[src/sv/ihpq_ram.sv]
// Generic single-port-write, registered-read RAM.
module ihpq_ram #(
   parameter int Depth = 64,
   parameter int Width = 8
) (
   input  logic clock,
   input  logic wr_en,
   input  logic [$clog2(Depth)-1:0] wr_addr,
   input  logic [Width-1:0] wr_data,
   input  logic [$clog2(Depth)-1:0] rd_addr,
   output logic [Width-1:0] rd_data
);
   logic [Width-1:0] mem [Depth];
   always_ff @(posedge clock) begin
      if (wr_en) mem[wr_addr] <= wr_data;
      rd_data <= mem[rd_addr];
   end
endmodule

[config.mk]
export PLATFORM = sky130hd
export DESIGN_NAME = ihpq_ram
export DESIGN_NICKNAME = d
export VERILOG_FILES = /design/src/sv/ihpq_ram.sv
export SDC_FILE = /design/constraint.sdc
export NUM_CORES = 1
export LEC_CHECK = 0
export ABC_AREA = 0
export BUFFER_PORTS_ARGS = -buffer_cell sky130_fd_sc_hd__buf_2
export CAP_MARGIN = 25
export CORE_MARGIN = 2
export CORE_UTILIZATION = 62
export CTS_CLUSTER_SIZE = 20
export DETAILED_ROUTE_END_ITERATION = 10
export GPL_ROUTABILITY_DRIVEN = 0
export GPL_TIMING_DRIVEN = 0
export HOLD_SLACK_MARGIN = 0.06
export PLACE_DENSITY = 0.79
export SYNTH_ARGS = -nofsm -noshare
export SYNTH_HDL_FRONTEND = slang
export SYNTH_SLANG_ARGS = --single-unit
[constraint.sdc]
create_clock -name clock -period 2.5 [get_ports clock]
set_clock_uncertainty 0.15 [all_clocks]
set_input_delay 0.125 -clock clock [delete_from_list [all_inputs] [get_ports clock]]
set_output_delay 0.125 -clock clock [all_outputs]
set_load 0.02 [all_outputs]
======== Word level (Yosys, flattened, before mapping) ========
Memory sizes are Yosys's and may differ from the RTL's. A register that Yosys moved wholly into a read port is not among the register bits.
Index checks and enable logic that the tools add are counted.
storage, ports and cells
  RAM bits ................................ 512
  memory bits (read-only) ................. 0
  output and inout port bits .............. 8
  input port bits ......................... 22
  bits in latches ......................... 0
  memories kept ........................... 1
  bits in registers ....................... 0
  word-level logic and storage cells ...... 3
memory list
  memory  depth  width  read ports  clocked after memory_dff  wr ports  line  RTL
  mem     64     8      1           1                         1         13    logic [Width-1:0] mem [Depth];
cells by class
  shift-type cells ........................ 0
  add/subtract/negate cells ............... 0
  div/mod/pow operators ................... 0
  equality and inequality tests ........... 0
  reductions and logical operators ........ 0
  $lt $le $gt $ge ......................... 0
  mux-type cells .......................... 2
  bitwise operators ....................... 0
  $mul .................................... 0
operator list
  kind              number
  1-bit 2-to-1 mux  2

======== Logic depth before layout (Yosys ltp) ========
  depth in word-level cells ............... 2
  gate-level depth with buffers ........... 9
  gate-level depth less buffers ........... 5

======== Worst setup path after synthesis ========
OpenSTA, ideal clock, no wires.
  path type ............................... input -> register
  start point ............................. input rd_addr[1]
  end point ............................... register rd_data[3] (read register of mem)
  stages on the path ...................... 7
  buffers on the path ..................... 3
  library setup time ...................... 0.128 ns
  data arrival time ....................... 1.665 ns
  setup slack ............................. 0.557 ns
  required time ........................... 2.222 ns
  path through ............................ buf_4 > buf_2 > buf_2 > mux4_2 > mux4_2 > o21ai_1 > o41ai_1
RTL lines
  element      line  RTL
  from (decl)  10    input logic [$clog2(Depth)-1:0] rd_addr,
  to (decl)    11    output logic [Width-1:0] rd_data

==> flow_metrics.tcl <==
set metrics [dict create \
    grt_usage 0.2836 \
    finalWorstSetupSlack_ns 0.02283 \
    avgSynthCellArea_um2 21.45 \
    place_ws_ns -0.6007 \
    async_flop_share 0 \
    worst_pin_slew_ns 1.025 \
    synth_cells 940 \
    clock-root-buffer "clkbuf_16" \
    ant_nets 0 \
    synth-main-ff-cell "edfxtp_1" \
    cp_max_fo 10 \
    yosys-top-cells-area "edfxtp_1, mux4_2, nor2_1" \
    synth_seq_cells 520 \
    slowest_delay_ns 0.76 \
    io-pin-count 30 \
    cts_sinks 520 \
    dr.first_iter.drc_count 1676 \
    yosys-top-cells-count "edfxtp_1, mux4_2, nor2_1" \
    fp.dieH_um 184.4 \
    regArea_um2 15530 \
    antenna_found_initial 2 \
    start_util 0.6246 \
    fp-row-count 66 \
    cts_max_path_buffers 3 \
    final_area_um2 22720 \
    ir_worst_vdd_mv 0.5150 \
    chipWidth_um 184.4 \
    overflow 0 \
    grt_pass1_wl_um 67410 \
    hp-class "input port to register" \
    yosysSeqAreaShare 0.7703 \
    multi_input_area_um2 4325 \
    drt_pass1_iterations 6 \
    rsz0062_at_grt "false" \
    fillCellCount 1869 \
    fin_crit_ns 2.477 \
    slew_viol_final 0 \
    path_clk_slew_ns 0.06 \
    routedWlPerCell_um 30.89 \
    cp_data_arrival_time_ns 2.70 \
    timing_hold_violations_final 0 \
    synthToLayoutAreaGrowth_pct 12.64 \
    critical_path_class "input port to register" \
    fin_nets 1055 \
    syn_area_um2 20170 \
    yosysWarningCount 0 \
    fin_tns_setup_ns 0 \
    cp-start-kind "input port" \
    worstSkewPairLatency_ns 0.56 \
    yosysTopAreaCell "edfxtp_1" \
    syn-num-nets 962 \
    power.total_mw 18.02 \
    ctsHtreeMaxLevel 2 \
    max_freq_mhz 403.7 \
    synth.most_common_cell "edfxtp_1" \
    power.leakage_nw 7.137 \
    drc 0 \
    cp-end-kind "register" \
    cap_violations 0 \
    numCtsBuffers 49 \
    port_buffers 21 \
    cp_slowest_cell "o41ai_1" \
    setup_viol 0 \
    synth_top_area_frac 0.7624 \
    fp.coreArea_um2 32290 \
    cp_cell_sequence "buf_4 > buf_2 > buf_4 > buf_2 > nand3b_1 > o22ai_1 > o41ai_1" \
    tritoncts "built" \
    synth_cell_types 40 \
    wirelength_um 46760 \
    powerDensity_nw_per_um2 793.5 \
    dp.cells 1406 \
    vias 10224 \
    grt_max_degree 65 \
    die_area_um2 33980 \
    holdWs_ns 0.1377 \
    status "completed" \
    final_util 0.7035 \
    critPathRequiredTime_ns 2.72 \
    drive_gt1_frac 0.2605 \
    hpwl_um 28850 \
    instances_no_fill 1514 \
    post_dp_cell_area_um2 20860 \
    vias_per_cell 6.753 \
    relSlewSlack 0.3143 \
    finalCritPeriodShare 0.9909 \
    synth_edf_count 512 \
    grt_pass1_vias 10122 \
]
[cell usage in the layout, fill, tap and decap left out, types with 15 or more instances in the layout]
master,netlist,routed
nand2_1,19,19
buf_2,11,32
nor2_1,83,82
clkbuf_16,0,49
mux2i_1,23,23
clkinv_2,0,15
mux4_2,126,126
edfxtp_1,512,512
clkbuf_1,17,26
buf_4,13,15
[worst paths after layout]
check / startpoint / cells after the start / slack, ns / end
min: wr_addr[1] / 2 / 0.14 / mem[49][7]$_DFFE_PP_
max reg2reg: mem[3][3]$_DFFE_PP_ / 4 / 0.14 / rd_data[3]$_DFF_P_
min reg2reg: mem[4][7]$_DFFE_PP_ / 4 / 0.82 / rd_data[7]$_DFF_P_
max: rd_addr[1] / 7 / 0.02 / rd_data[3]$_DFF_P_
[cells by family (layout without fill, tap and decap cells)]
kind of cell           count (synthesis)  after routing  synth area share
AND/OR/NAND/NOR                      153            153           0.03387
flip-flops                           520            520            0.7703
AO/OA/AOI/OAI                         54             54           0.02072
multiplexers                         162            162            0.1594
buffers and inverters                 51            182           0.01570
other                                  0              1                 0
[where the power goes]
group          switching [mW]  internal, mW
Clock                    3.08          4.26
Sequential             0.0183          9.65
Combinational           0.644         0.379
[layout make-up]
cell class,instances,share of cell area
flip-flops and latches,520,0.6839
multi-input cells,369,0.1904
clock buffers,60,0.05624
well taps,442,0.02435
repair buffers,43,0.01796
plain buffers,50,0.01383
clock inverters,29,0.01322
diodes,1,0.0001102
[metal layers]
layer	track usage	wire length, um
met1	0.4023	17480
met2	0.4319	21830
met3	0.07508	5470
met4	0.1082	1982
met5	0	0
[flip-flops by register name, indices dropped and copies added (netlist names)]
signal,flops
mem,512
rd_data,8
[worst max-delay path, delay by kind of cell]
| kind | cells | cell delay [ns] |
|---|---|---|
| and+or+nand+nor | 1 | 0.28 |
| AOI/OAI and AO/OA | 2 | 0.87 |
| buffers and inverters | 4 | 1.40 |
[repair_timing]
| action | in CTS | in global routing |
|---|---|---|
| hold buffers | 5 | 7 |
| setup buffers | 0 | 0 |
| resized for setup | 0 | 4 |
| cloned | 0 | 0 |
| endpoints found under the hold margin | 24 | 235 |
| setup endpoints to repair | 2 | 10 |
Note: power is estimated with default switching activity, not from simulation.
